## src/access_rule_table_core_assert.svh

```systemverilog
// Assertion macros shared by the access rule table modules.
// Expects clk_i and rst_ni in the scope of each use.
`ifndef ACCESS_RULE_TABLE_CORE_ASSERT_SVH
`define ACCESS_RULE_TABLE_CORE_ASSERT_SVH

// Same-cycle implication, disabled during reset.
`define ARC_ASSERT_IMPLY(lbl, ante, cons, msg) \
  lbl: assert property (@(posedge clk_i) disable iff (!rst_ni) (ante) |-> (cons)) \
    else $error(msg);

// Next-cycle implication, disabled during reset.
`define ARC_ASSERT_NEXT(lbl, ante, cons, msg) \
  lbl: assert property (@(posedge clk_i) disable iff (!rst_ni) (ante) |=> (cons)) \
    else $error(msg);

`endif

```

## src/arc_pkg.sv

```systemverilog
// Shared types and constants for the access rule table.
// No dependencies; used by every module of the block but arc_ram.
`default_nettype none

package arc_pkg;

  localparam int unsigned ENTRIES_DEF    = 16;
  localparam int unsigned KEY_BITS_DEF   = 256;
  localparam int unsigned RIGHT_BITS_DEF = 4;

  localparam int unsigned KIND_W      = 3;
  localparam int unsigned KEY_IN_W    = 256;
  localparam int unsigned RIGHT_IN_W  = 4;
  localparam int unsigned STATUS_W    = 2;
  localparam int unsigned KEY_LSB     = 0;
  localparam int unsigned RIGHT_LSB   = KEY_LSB + KEY_IN_W;
  localparam int unsigned IN_TDATA_W  = 264;
  localparam int unsigned OUT_TDATA_W = 8;
  localparam int unsigned OUT_PAD_W   = OUT_TDATA_W - STATUS_W - 1;

  typedef enum logic [KIND_W-1:0] {
    KIND_ADD_ID   = 3'd0,
    KIND_ADD_WILD = 3'd1,
    KIND_REMOVE   = 3'd2,
    KIND_QUERY    = 3'd3,
    KIND_CLEAR    = 3'd4
  } kind_e;

  typedef enum logic [STATUS_W-1:0] {
    STATUS_OK        = 2'd0,
    STATUS_DUP       = 2'd1,
    STATUS_NOT_FOUND = 2'd2,
    STATUS_FULL      = 2'd3
  } status_e;

  typedef struct packed {
    logic load;    // capture request, clear scan flags
    logic rd;      // read entry at scan index
    logic commit;  // update table, load result
  } arc_cmd_t;

  typedef struct packed {
    logic out_free;  // result register can take a new result
  } arc_stat_t;

endpackage

`default_nettype wire

```

## src/arc_ram.sv

```systemverilog
// Generic simple dual-port RAM with registered read.
// No dependencies.
`default_nettype none

module arc_ram #(
  parameter int unsigned WIDTH = 8,
  parameter int unsigned DEPTH = 16,
  parameter int unsigned AW    = (DEPTH > 1) ? $clog2(DEPTH) : 1
) (
  input  wire logic             clk_i,
  input  wire logic             we_i,
  input  wire logic [AW-1:0]    waddr_i,
  input  wire logic [WIDTH-1:0] wdata_i,
  input  wire logic             re_i,
  input  wire logic [AW-1:0]    raddr_i,
  output logic      [WIDTH-1:0] rdata_o
);

  logic [WIDTH-1:0] mem_q [DEPTH];
  logic [WIDTH-1:0] rdata_q;

  always_ff @(posedge clk_i) begin
    if (we_i) begin
      mem_q[waddr_i] <= wdata_i;
    end
  end

  always_ff @(posedge clk_i) begin
    if (re_i) begin
      rdata_q <= mem_q[raddr_i];
    end
  end

  assign rdata_o = rdata_q;

endmodule

`default_nettype wire

```

## src/arc_datapath.sv

```systemverilog
// Datapath of the access rule table: request registers, key RAM, entry flags,
// scan compare stage and result register. Depends on arc_pkg and arc_ram.
`default_nettype none

`include "access_rule_table_core_assert.svh"

module arc_datapath #(
  parameter int unsigned ENTRIES    = arc_pkg::ENTRIES_DEF,
  parameter int unsigned KEY_BITS   = arc_pkg::KEY_BITS_DEF,
  parameter int unsigned RIGHT_BITS = arc_pkg::RIGHT_BITS_DEF,
  parameter int unsigned IDX_W      = (ENTRIES > 1) ? $clog2(ENTRIES) : 1
) (
  input  wire logic                             clk_i,
  input  wire logic                             rst_ni,
  input  wire arc_pkg::arc_cmd_t                cmd_i,
  input  wire logic [IDX_W-1:0]                 idx_i,
  input  wire logic [arc_pkg::IN_TDATA_W-1:0]   s_tdata_i,
  input  wire logic [arc_pkg::KIND_W-1:0]       s_tuser_i,
  output logic                                  m_tvalid_o,
  input  wire logic                             m_tready_i,
  output logic [arc_pkg::OUT_TDATA_W-1:0]       m_tdata_o,
  output arc_pkg::arc_stat_t                    stat_o
);

  // Request registers
  arc_pkg::kind_e        kind_q;
  logic [KEY_BITS-1:0]   key_q;
  logic [RIGHT_BITS-1:0] right_q;

  arc_pkg::kind_e in_kind;
  assign in_kind = arc_pkg::kind_e'(s_tuser_i);

  always_ff @(posedge clk_i) begin
    if (cmd_i.load) begin
      kind_q  <= in_kind;
      // wildcard rules carry an all-zero key
      key_q   <= (in_kind == arc_pkg::KIND_ADD_WILD) ? '0
                                                     : s_tdata_i[arc_pkg::KEY_LSB +: KEY_BITS];
      right_q <= s_tdata_i[arc_pkg::RIGHT_LSB +: RIGHT_BITS];
    end
  end

  // Entry state
  logic [ENTRIES-1:0]    valid_q;
  logic [RIGHT_BITS-1:0] ent_right_q [ENTRIES];
  logic                  ent_wild_q  [ENTRIES];

  // Scan flags
  logic             hit_q;
  logic [IDX_W-1:0] hit_idx_q;
  logic             free_q;
  logic [IDX_W-1:0] free_idx_q;

  // Compare stage works on the RAM read data in the cycle after the read
  logic             cmp_en_q;
  logic [IDX_W-1:0] cmp_idx_q;
  logic [KEY_BITS-1:0] ram_rdata;

  logic wr_en;
  logic clr_one;
  logic clr_all;

  arc_ram #(
    .WIDTH (KEY_BITS),
    .DEPTH (ENTRIES),
    .AW    (IDX_W)
  ) u_key_ram (
    .clk_i   (clk_i),
    .we_i    (wr_en),
    .waddr_i (free_idx_q),
    .wdata_i (key_q),
    .re_i    (cmd_i.rd),
    .raddr_i (idx_i),
    .rdata_o (ram_rdata)
  );

  always_ff @(posedge clk_i or negedge rst_ni) begin
    if (!rst_ni) begin
      cmp_en_q <= 1'b0;
    end else begin
      cmp_en_q <= cmd_i.rd;
    end
  end

  always_ff @(posedge clk_i) begin
    if (cmd_i.rd) begin
      cmp_idx_q <= idx_i;
    end
  end

  logic use_wild;
  logic right_eq;
  logic exact_m;
  logic wild_m;
  logic match;

  always_comb begin
    use_wild = (kind_q == arc_pkg::KIND_ADD_WILD) || (kind_q == arc_pkg::KIND_QUERY);
    right_eq = (ent_right_q[cmp_idx_q] == right_q);
    exact_m  = valid_q[cmp_idx_q] && right_eq && (ram_rdata == key_q);
    wild_m   = valid_q[cmp_idx_q] && ent_wild_q[cmp_idx_q] && right_eq;
    match    = exact_m || (use_wild && wild_m);
  end

  // Keep the first match and the lowest free entry
  always_ff @(posedge clk_i or negedge rst_ni) begin
    if (!rst_ni) begin
      hit_q  <= 1'b0;
      free_q <= 1'b0;
    end else if (cmd_i.load) begin
      hit_q  <= 1'b0;
      free_q <= 1'b0;
    end else if (cmp_en_q) begin
      if (match && !hit_q) begin
        hit_q <= 1'b1;
      end
      if (!valid_q[cmp_idx_q] && !free_q) begin
        free_q <= 1'b1;
      end
    end
  end

  always_ff @(posedge clk_i) begin
    if (cmp_en_q && match && !hit_q) begin
      hit_idx_q <= cmp_idx_q;
    end
    if (cmp_en_q && !valid_q[cmp_idx_q] && !free_q) begin
      free_idx_q <= cmp_idx_q;
    end
  end

  // Commit decision
  arc_pkg::status_e status_d;
  logic             allowed_d;

  always_comb begin
    status_d  = arc_pkg::STATUS_OK;
    allowed_d = 1'b0;
    wr_en     = 1'b0;
    clr_one   = 1'b0;
    clr_all   = 1'b0;
    unique case (kind_q)
      arc_pkg::KIND_ADD_ID, arc_pkg::KIND_ADD_WILD: begin
        if (hit_q) begin
          status_d = arc_pkg::STATUS_DUP;
        end else if (!free_q) begin
          status_d = arc_pkg::STATUS_FULL;
        end else begin
          wr_en = cmd_i.commit;
        end
      end
      arc_pkg::KIND_REMOVE: begin
        if (hit_q) begin
          clr_one = cmd_i.commit;
        end else begin
          status_d = arc_pkg::STATUS_NOT_FOUND;
        end
      end
      arc_pkg::KIND_QUERY: begin
        allowed_d = hit_q;
      end
      arc_pkg::KIND_CLEAR: begin
        clr_all = cmd_i.commit;
      end
      default: begin
      end
    endcase
  end

  always_ff @(posedge clk_i or negedge rst_ni) begin
    if (!rst_ni) begin
      valid_q <= '0;
    end else if (clr_all) begin
      valid_q <= '0;
    end else if (clr_one) begin
      valid_q[hit_idx_q] <= 1'b0;
    end else if (wr_en) begin
      valid_q[free_idx_q] <= 1'b1;
    end
  end

  always_ff @(posedge clk_i) begin
    if (wr_en) begin
      ent_right_q[free_idx_q] <= right_q;
      ent_wild_q[free_idx_q]  <= (kind_q == arc_pkg::KIND_ADD_WILD);
    end
  end

  // Result register
  logic             out_valid_q;
  arc_pkg::status_e out_status_q;
  logic             out_allowed_q;

  always_ff @(posedge clk_i or negedge rst_ni) begin
    if (!rst_ni) begin
      out_valid_q <= 1'b0;
    end else if (cmd_i.commit) begin
      out_valid_q <= 1'b1;
    end else if (m_tready_i) begin
      out_valid_q <= 1'b0;
    end
  end

  always_ff @(posedge clk_i) begin
    if (cmd_i.commit) begin
      out_status_q  <= status_d;
      out_allowed_q <= allowed_d;
    end
  end

  assign stat_o.out_free = !out_valid_q || m_tready_i;
  assign m_tvalid_o      = out_valid_q;
  assign m_tdata_o       = {{arc_pkg::OUT_PAD_W{1'b0}}, out_allowed_q, out_status_q};

  `ARC_ASSERT_NEXT(a_remove_clears,
    cmd_i.commit && (kind_q == arc_pkg::KIND_REMOVE) && hit_q,
    !valid_q[$past(hit_idx_q)],
    "matched rule still valid after remove")

  `ARC_ASSERT_IMPLY(a_commit_free,
    cmd_i.commit,
    !out_valid_q || m_tready_i,
    "result overwritten before transfer")

endmodule

`default_nettype wire

```

## src/arc_ctrl.sv

```systemverilog
// Controller of the access rule table: accepts a request, sweeps the scan
// index over all entries, then commits. Depends on arc_pkg.
`default_nettype none

`include "access_rule_table_core_assert.svh"

module arc_ctrl #(
  parameter int unsigned ENTRIES = arc_pkg::ENTRIES_DEF,
  parameter int unsigned IDX_W   = (ENTRIES > 1) ? $clog2(ENTRIES) : 1
) (
  input  wire logic               clk_i,
  input  wire logic               rst_ni,
  input  wire logic               s_tvalid_i,
  output logic                    s_tready_o,
  input  wire arc_pkg::arc_stat_t stat_i,
  output arc_pkg::arc_cmd_t       cmd_o,
  output logic [IDX_W-1:0]        idx_o
);

  typedef enum logic [3:0] {
    S_IDLE   = 4'b0001,
    S_SCAN   = 4'b0010,
    S_DRAIN  = 4'b0100,
    S_COMMIT = 4'b1000
  } state_e;

  localparam logic [IDX_W-1:0] LAST = IDX_W'(ENTRIES - 1);

  state_e           state_q, state_d;
  logic [IDX_W-1:0] idx_q, idx_d;
  logic             in_fire;

  assign s_tready_o = (state_q == S_IDLE);
  assign in_fire    = s_tvalid_i && s_tready_o;

  always_comb begin
    state_d = state_q;
    idx_d   = idx_q;
    cmd_o   = '0;
    unique case (state_q)
      S_IDLE: begin
        if (in_fire) begin
          cmd_o.load = 1'b1;
          idx_d      = '0;
          state_d    = S_SCAN;
        end
      end
      S_SCAN: begin
        cmd_o.rd = 1'b1;
        if (idx_q == LAST) begin
          state_d = S_DRAIN;
        end else begin
          idx_d = idx_q + 1'b1;
        end
      end
      S_DRAIN: begin
        // last compare lands this cycle
        state_d = S_COMMIT;
      end
      S_COMMIT: begin
        if (stat_i.out_free) begin
          cmd_o.commit = 1'b1;
          state_d      = S_IDLE;
        end
      end
      default: begin
        state_d = S_IDLE;
      end
    endcase
  end

  always_ff @(posedge clk_i or negedge rst_ni) begin
    if (!rst_ni) begin
      state_q <= S_IDLE;
      idx_q   <= '0;
    end else begin
      state_q <= state_d;
      idx_q   <= idx_d;
    end
  end

  assign idx_o = idx_q;

  `ARC_ASSERT_NEXT(a_scan_start,
    in_fire,
    (state_q == S_SCAN) && (idx_q == '0) && !s_tready_o,
    "scan did not start at entry zero after accept")

  `ARC_ASSERT_IMPLY(a_drain_after_last,
    state_q == S_DRAIN,
    $past(idx_q) == LAST,
    "scan ended before the last entry")

endmodule

`default_nettype wire

```

## src/access_rule_table_core.sv

```systemverilog
// Access rule table: one request per slave-side transfer, one result per request.
// Each request sweeps the key RAM one entry per cycle: it reads every entry, then takes
// a drain step for the last compare and a commit step that loads the result register.
// The slave side reopens on the cycle after the commit, so a request is taken only after
// the previous one has committed. The result register lets the next request be accepted
// while a result waits; a request that finishes while the previous result is still held
// waits in its commit step.
// Top level; depends on arc_pkg, arc_ctrl, arc_datapath and arc_ram.
`default_nettype none

module access_rule_table_core #(
  parameter int unsigned ENTRIES    = arc_pkg::ENTRIES_DEF,
  parameter int unsigned KEY_BITS   = arc_pkg::KEY_BITS_DEF,
  parameter int unsigned RIGHT_BITS = arc_pkg::RIGHT_BITS_DEF
) (
  input  wire logic                           clk_i,
  input  wire logic                           rst_ni,
  input  wire logic                           s_axis_tvalid,
  output logic                                s_axis_tready,
  // key_word0 [63:0], key_word1 [127:64], key_word2 [191:128],
  // key_word3 [255:192], right_code [259:256], zero pad [263:260]
  input  wire logic [arc_pkg::IN_TDATA_W-1:0] s_axis_tdata,
  // kind [2:0]
  input  wire logic [arc_pkg::KIND_W-1:0]     s_axis_tuser,
  output logic                                m_axis_tvalid,
  input  wire logic                           m_axis_tready,
  // status [1:0], allowed [2], zero pad [7:3]
  output logic [arc_pkg::OUT_TDATA_W-1:0]     m_axis_tdata
);

  localparam int unsigned IDX_W = (ENTRIES > 1) ? $clog2(ENTRIES) : 1;

  arc_pkg::arc_cmd_t  cmd;
  arc_pkg::arc_stat_t stat;
  logic [IDX_W-1:0]   idx;

  arc_ctrl #(
    .ENTRIES (ENTRIES),
    .IDX_W   (IDX_W)
  ) u_ctrl (
    .clk_i      (clk_i),
    .rst_ni     (rst_ni),
    .s_tvalid_i (s_axis_tvalid),
    .s_tready_o (s_axis_tready),
    .stat_i     (stat),
    .cmd_o      (cmd),
    .idx_o      (idx)
  );

  arc_datapath #(
    .ENTRIES    (ENTRIES),
    .KEY_BITS   (KEY_BITS),
    .RIGHT_BITS (RIGHT_BITS),
    .IDX_W      (IDX_W)
  ) u_datapath (
    .clk_i      (clk_i),
    .rst_ni     (rst_ni),
    .cmd_i      (cmd),
    .idx_i      (idx),
    .s_tdata_i  (s_axis_tdata),
    .s_tuser_i  (s_axis_tuser),
    .m_tvalid_o (m_axis_tvalid),
    .m_tready_i (m_axis_tready),
    .m_tdata_o  (m_axis_tdata),
    .stat_o     (stat)
  );

endmodule

`default_nettype wire
```

## config.mk

```make
export PLATFORM = sky130hd
export DESIGN_NAME = access_rule_table_core
export DESIGN_NICKNAME = d
export VERILOG_FILES = /design/src/arc_pkg.sv /design/src/arc_ram.sv /design/src/arc_datapath.sv /design/src/arc_ctrl.sv /design/src/access_rule_table_core.sv
export VERILOG_INCLUDE_DIRS = /design/src /design/src/src
export SDC_FILE = /design/constraint.sdc
export NUM_CORES = 2
export LEC_CHECK = 0
export ABC_AREA = 1
export BUFFER_PORTS_ARGS = -buffer_cell sky130_fd_sc_hd__buf_2
export CORE_MARGIN = 10
export CORE_UTILIZATION = 40
export DETAILED_ROUTE_END_ITERATION = 8
export GPL_TIMING_DRIVEN = 1
export HOLD_SLACK_MARGIN = 0.12
export MAX_ROUTING_LAYER = met4
export SLEW_MARGIN = 20
export SYNTH_ARGS = -nofsm -noshare
export SYNTH_HDL_FRONTEND = slang
export SYNTH_MEMORY_MAX_BITS = 65536
export SYNTH_SLANG_ARGS = --single-unit
```

## constraint.sdc

```tcl
create_clock -name clk_i -period 28.1 [get_ports clk_i]
set_clock_uncertainty 0.2 [all_clocks]
set_input_delay 1.405 -clock clk_i [delete_from_list [all_inputs] [get_ports clk_i]]
set_output_delay 1.405 -clock clk_i [all_outputs]
set_load 0.1 [all_outputs]
```

# [After elaboration in Yosys (flattened, before gate mapping)]
# Memory sizes are Yosys's and may differ from the RTL's. A register that Yosys moved wholly into a read port is not among the register bits.
# Cells that the tools add are included.
[totals] regBits=306 ram_bits=4176 input_bits=271 word_cells=119 n_memories=3
[classes] add_sub_neg=1 order_cmp=5 n_eq_ne=16 muxes=43 bitwise=3 reduce_logical=33
[mem_list] memory="u_datapath.u_key_ram.mem_q" depth=16 width=256 read_ports=1 rd_ports_with_merged_regs=1 write_ports=1 line="arc_ram.sv:19" source="logic [WIDTH-1:0] mem_q [DEPTH];"
[mem_list] memory="u_datapath.ent_right_q" depth=16 width=4 read_ports=1 rd_ports_with_merged_regs=1 write_ports=1 line="arc_datapath.sv:45" source="logic [RIGHT_BITS-1:0] ent_right_q [ENTRIES];"
[mem_list] memory="u_datapath.ent_wild_q" depth=16 width=1 read_ports=1 rd_ports_with_merged_regs=1 write_ports=1 line="arc_datapath.sv:46" source="logic ent_wild_q [ENTRIES];"
[op_table] operator="$eq 256x256->1" n=1
[op_table] operator="$mux 16" n=3
[op_table] operator="$mux 4" n=7
[op_table] operator="$mux 1" n=24
[op_table] operator="$and 16x16->16" n=1
[op_table] operator="$not 16->16" n=1
[op_table] operator="$or 16x16->16" n=1
[op_table] operator="$pmux 4 s4" n=1
[op_table] operator="$lt 4x5->1 const B" n=3
[op_table] operator="$logic_and 1x1->1" n=14
[op_table] operator="$reduce_bool 2->1" n=5
[op_table] operator="$demux 1 s4" n=2
[op_table] operator="$eq 4x4->1 const B" n=2
[op_table] operator="$ge 4x1->1 const B" n=2
[op_table] operator="$pmux 4 s2" n=1
[op_table] operator="$eq 3x1->1 const B" n=2
[op_table] operator="$eq 3x2->1 const B" n=2
[op_table] operator="$mux 2" n=3
[op_table] operator="$ne 2x2->1 const B" n=3
[op_table] operator="$reduce_and 3->1" n=2
[op_table] operator="$add 4x1->4 const B" n=1
[op_table] operator="$bmux 1 s4" n=1
[op_table] operator="$eq 4x1->1 const B" n=1
[op_table] operator="$eq 4x2->1 const B" n=1
[op_table] operator="other kinds (11)" n=17

# [Depth between registers and ports, before layout]
[depth] ltp_word=10 depth_mapped=14 mapped_depth_nobuf=14

# [Modules after synthesis]
# From an unflattened synthesis, not the netlist that was laid out.
[hier_totals] cells_unflattened=17877 area_unflattened_um2=197308.0
[modules_own_cells] module="arc_ram" n_inst=1 cells_per_inst=15479 area_per_inst_um2=177207.5 seq_area_each_um2=130685.3
[modules_own_cells] module="arc_datapath" n_inst=1 cells_per_inst=2344 area_per_inst_um2=19648.8 seq_area_each_um2=11330.9
[modules_own_cells] module="arc_ctrl" n_inst=1 cells_per_inst=54 area_per_inst_um2=451.7 seq_area_each_um2=201.4

# [Worst setup path before layout]
# OpenSTA, ideal clock, no wires.
[synth_path] kind="in2reg" from="input port m_axis_tready" to="memory u_datapath.ent_right_q[2][0] in the netlist's numbering, enable pin" arrival_ns=19.628 required_ns=26.697 slack_ns=7.069 stages=5 cell_sequence="nor2_1 -> nor2_4 -> nand3_2 -> clkbuf_1 -> nor3_1"
[synth_rtl] item="start, declared" line="access_rule_table_core.sv:26" source="input wire logic m_axis_tready,"
[synth_rtl] item="end, declared" line="arc_datapath.sv:45"

==> implementation parameters <==
Parameter                              Value

Run status
  Result of the run ... finished clean

Die
  Die area ... 488000 µm²
  Effective utilization at floorplan ... 40.1%
  Die Ht ... 698 µm
  Std-Cell Core Area ... 459000 µm²
  I/O pin count ... 281
  Site row count ... 249
  Chip width ... 698 µm

Setup path
  Kind of start point of the critical path ... register
  Critical path, cell by cell ... inv_8 > buf_4 > buf_4 > buf_4 > buf_4 > o21ai_0 > o221ai_1 > nand4_1 > nand2_1
  Source of the critical timing path ... u_ctrl.idx_o[0]
  Most used cell along the critical path ... buf_4
  Highest cell delay on the worst timing path ... 850 ps
  Slowest cell on the critical path ... buf_4
  Worst endpoint data arrival time ... 6480 ps
  Sort of element at the end of the critical path ... register
  Critical path class ... reg -> reg
  Worst Path Max Fanout ... 134
  Startpoint of the worst register-to-register path ... u_ctrl.idx_o[0]
  Required time of the critical path ... 28750 ps

Place
  IO buf count ... 271
  RD Place Congestion ... 0.756
  HPWL Detailed ... 234 mm
  Cell area after placement ... 192000 µm²

STA
  Highest attainable clock frequency ... 0.172 GHz
  Number of failing hold endpoints at the final stage ... 0
  Worst relative slew slack ... 19.6%
  Final setup viols ... 0
  Post-layout minimum cycle time ... 5830 ps
  Final worst-path cycle share ... 20.7%
  Setup repair after global routing missed its margin ... false
  Number of pins exceeding their max-slew limit in the final report ... 0
  Accumulated negative setup slack ... 0 ps
  Slew of the pin with the lowest slew margin ... 1210 ps

Power and ir drop
  Worst-case vdd ir drop ... 0.0797 mV
  Leakage component of the power ... 70.0 nW
  Power density over the cells ... 86.6 nW/µm²

Global routing
  Pin count of the biggest net entering global routing ... 210
  Global-route congestion overflow total ... 0
  All-layer global routing usage ... 20.2%
  First-pass GRT wire length ... 727 mm
  Vias in the first global route ... 108000
  Initial antenna violation count ... 30

Yosys
  EDFF count, synth ... 4710
  Share of synthesized area occupied by flip-flops and latches ... 77.3%
  Average instance area after synthesis ... 13.3 µm²
  Cell types with the largest area share after synthesis ... edfxtp_1, nand2_1, o21ai_0
  Synthesis warning total ... 0
  Post-synthesis sequential element count ... 4742
  Main flop type after synthesis ... edfxtp_1
  Async set or reset register ratio after synthesis ... 0.590%
  Cell count after synthesis ... 13900
  Post-synthesis cell type count ... 39
  Top cell type by total area after synthesis ... edfxtp_1
  Most frequently used cell type in the post-synthesis netlist ... edfxtp_1
  Portion of synthesized cell area occupied by the leading cell type ... 76.8%
  Synth top cells by count ... edfxtp_1, nand2_1, nor2_1
  Synthesized cell area ... 184000 µm²

Run
  Max-capacitance violation count ... 0

Detailed routing
  Initial detailed-routing violation count ... 12000
  Via count ... 111000
  Number of remaining DRC errors ... 0
  Pre-Repair DR Iteration Count ... 5
  Avg Vias per Cell ... 5.43
  Number of antenna-violating nets in the routed design ... 0
  Wirelength per Cell ... 24.3 µm
  Wire length after detailed routing ... 498 mm

Finish
  Fraction of layout instances using a drive strength above 1 ... 8.10%
  Area of combinational cells with multiple inputs ... 36500 µm²
  Area of all placed cells without fillers ... 206000 µm²
  Filler instances ... 40700
  Syn-to-layout area delta ... 12.1%
  Final nets ... 14200
  Register Area ... 142000 µm²

CTS
  Clock-pin slew reported for the worst setup and hold paths after clock tree synthesis ... 60 ps
  Hold buffers post-CTS ... 0
  Postcts setup bufs ... 0
  Number of gates resized after cts ... 0
  Insertion delay to the later sink of the worst-skew pair ... 990 ps
  Level count of the clock H-tree ... 5
  TritonCTS clock tree ... done
  Maximum count of clock buffers along a single path ... 4
  Number of CTS-inserted buffers ... 460
  Clock root buffer master ... clkbuf_16
  Total clock sinks ... 4742

Worst hold path
  Hold WC Path Type ... in -> async
-- through the flow --
step | setup WS [ps] | utilization [%] | hold slack [ps] | instances | total power, W
6_report | 22270 | 44.9 | 345 | 20500 | 0.0179
5_1_grt | 21890 | 44.9 | 354 | 20500 | 0.0187
4_1_cts | 22280 | 44.9 | 271 | 20500 | 0.0180
3_5_place_dp | 21830 | 41.7 | 332 | 19600 | 0.0120
3_3_place_gp | 21810 | 41.7 | 329 | 19600 | 0.0120
2_1_floorplan | 7070 | - | 220 | 13900 | 0.0110
-- area by class of cell --
class                           instances  area share [%]
Timing Repair Buffer                  473            1.54
Tap cell                             6149            3.73
Sequential cell                      4742            68.9
Clock buffer                          558            5.80
Clock inverter                        297            1.28
Antenna cell                           20          0.0243
Multi-Input combinational cell       7717            17.7
Inverter                              556            1.03
-- cells in the final DEF (no fill, tap or decap), types with 4 or more instances in the layout --
master,instances
edfxtp_1,4710
inv_1,544
a21oi_1,175
diode_2,20
a211oi_1,7
clkinv_8,7
clkinv_4,4
inv_16,4
buf_12,24
nand3_1,902
conb_1,5
nor3_2,17
xor2_1,107
buf_4,178
o21ai_0,1147
inv_8,7
o211ai_1,7
nor3_1,6
clkinv_2,100
inv_2,5
clkinvlp_4,11
dfrtp_1,23
o2111ai_1,4
clkinv_16,5
clkbuf_1,92
nand2_1,2886
bufinv_16,38
o221ai_1,427
a221oi_1,90
o22ai_1,91
dfrtp_4,4
nor2_1,1390
clkbuf_16,463
nand4_1,434
dfxtp_1,4
clkinv_1,119
buf_2,271
inv_6,9
-- worst paths after layout --
path                       cells past startpoint                           endpoint  slack, ps
max                                            9  u_datapath.u_key_ram.rdata_o[163]      22270
min                                            1              u_datapath.valid_q[0]        350
max reg2reg                                    9  u_datapath.u_key_ram.rdata_o[163]      22270
min reg2reg                                    2              u_datapath.valid_q[3]        350
max in group asynchronous                      1                    u_ctrl.idx_o[3]      26710
min in group clk_i                             2              u_datapath.valid_q[3]        350
-- metal layers --
metal  part of all wire (%)  global-route usage (%)  routed length, µm  up-vias
met5                      0                       -                  0        -
met4                    2.9                    5.67              14600        0
met3                    7.4                    3.11              36700      816
met2                     47                    32.4             235000     4104
met1                     42                    26.8             211000    55800
li1                       -                       -                  -    50700
-- sequential cells by signal, summed over array words and instances (netlist names), 2 cells and up, named ones only --
name and count:
u_datapath.ent_right_q 64, u_datapath.free_idx_q 4, u_ctrl.idx_o 4, u_datapath.right_q 4, u_datapath.valid_q 16, u_datapath.key_q 256
u_ctrl.state_q 4, u_datapath.u_key_ram.rdata_o 256, u_datapath.cmp_idx_q 4, u_datapath.kind_q 3, u_datapath.ent_wild_q 16, u_datapath.out_status_q 2
u_datapath.u_key_ram.mem_q 4096, u_datapath.hit_idx_q 4
-- worst max-delay path: cells and delay by family, from the launching register on --
family / cells / cell delay (ps)
buffers and inverters: 5 / 3780
flip-flops: 1 / 740
AO/OA/AOI/OAI: 2 / 390
AND/OR/NAND/NOR: 2 / 330
-- cell families after synthesis --
kind of cell    synth area share [%]
simple gates                    12.8
buf+inv                         2.98
other cells                  0.00204
compound gates                  6.46
flops                           77.3
xor+xnor                       0.509
fa+ha+maj                    0.00680
-- where the power goes --
part,switching (W),internal (W)
combinational,0.00233,0.000909
clock,0.00264,0.00338
sequential,0.000313,0.00830
total,0.00529,0.0126
Note: power is estimated with default switching activity, not from simulation.
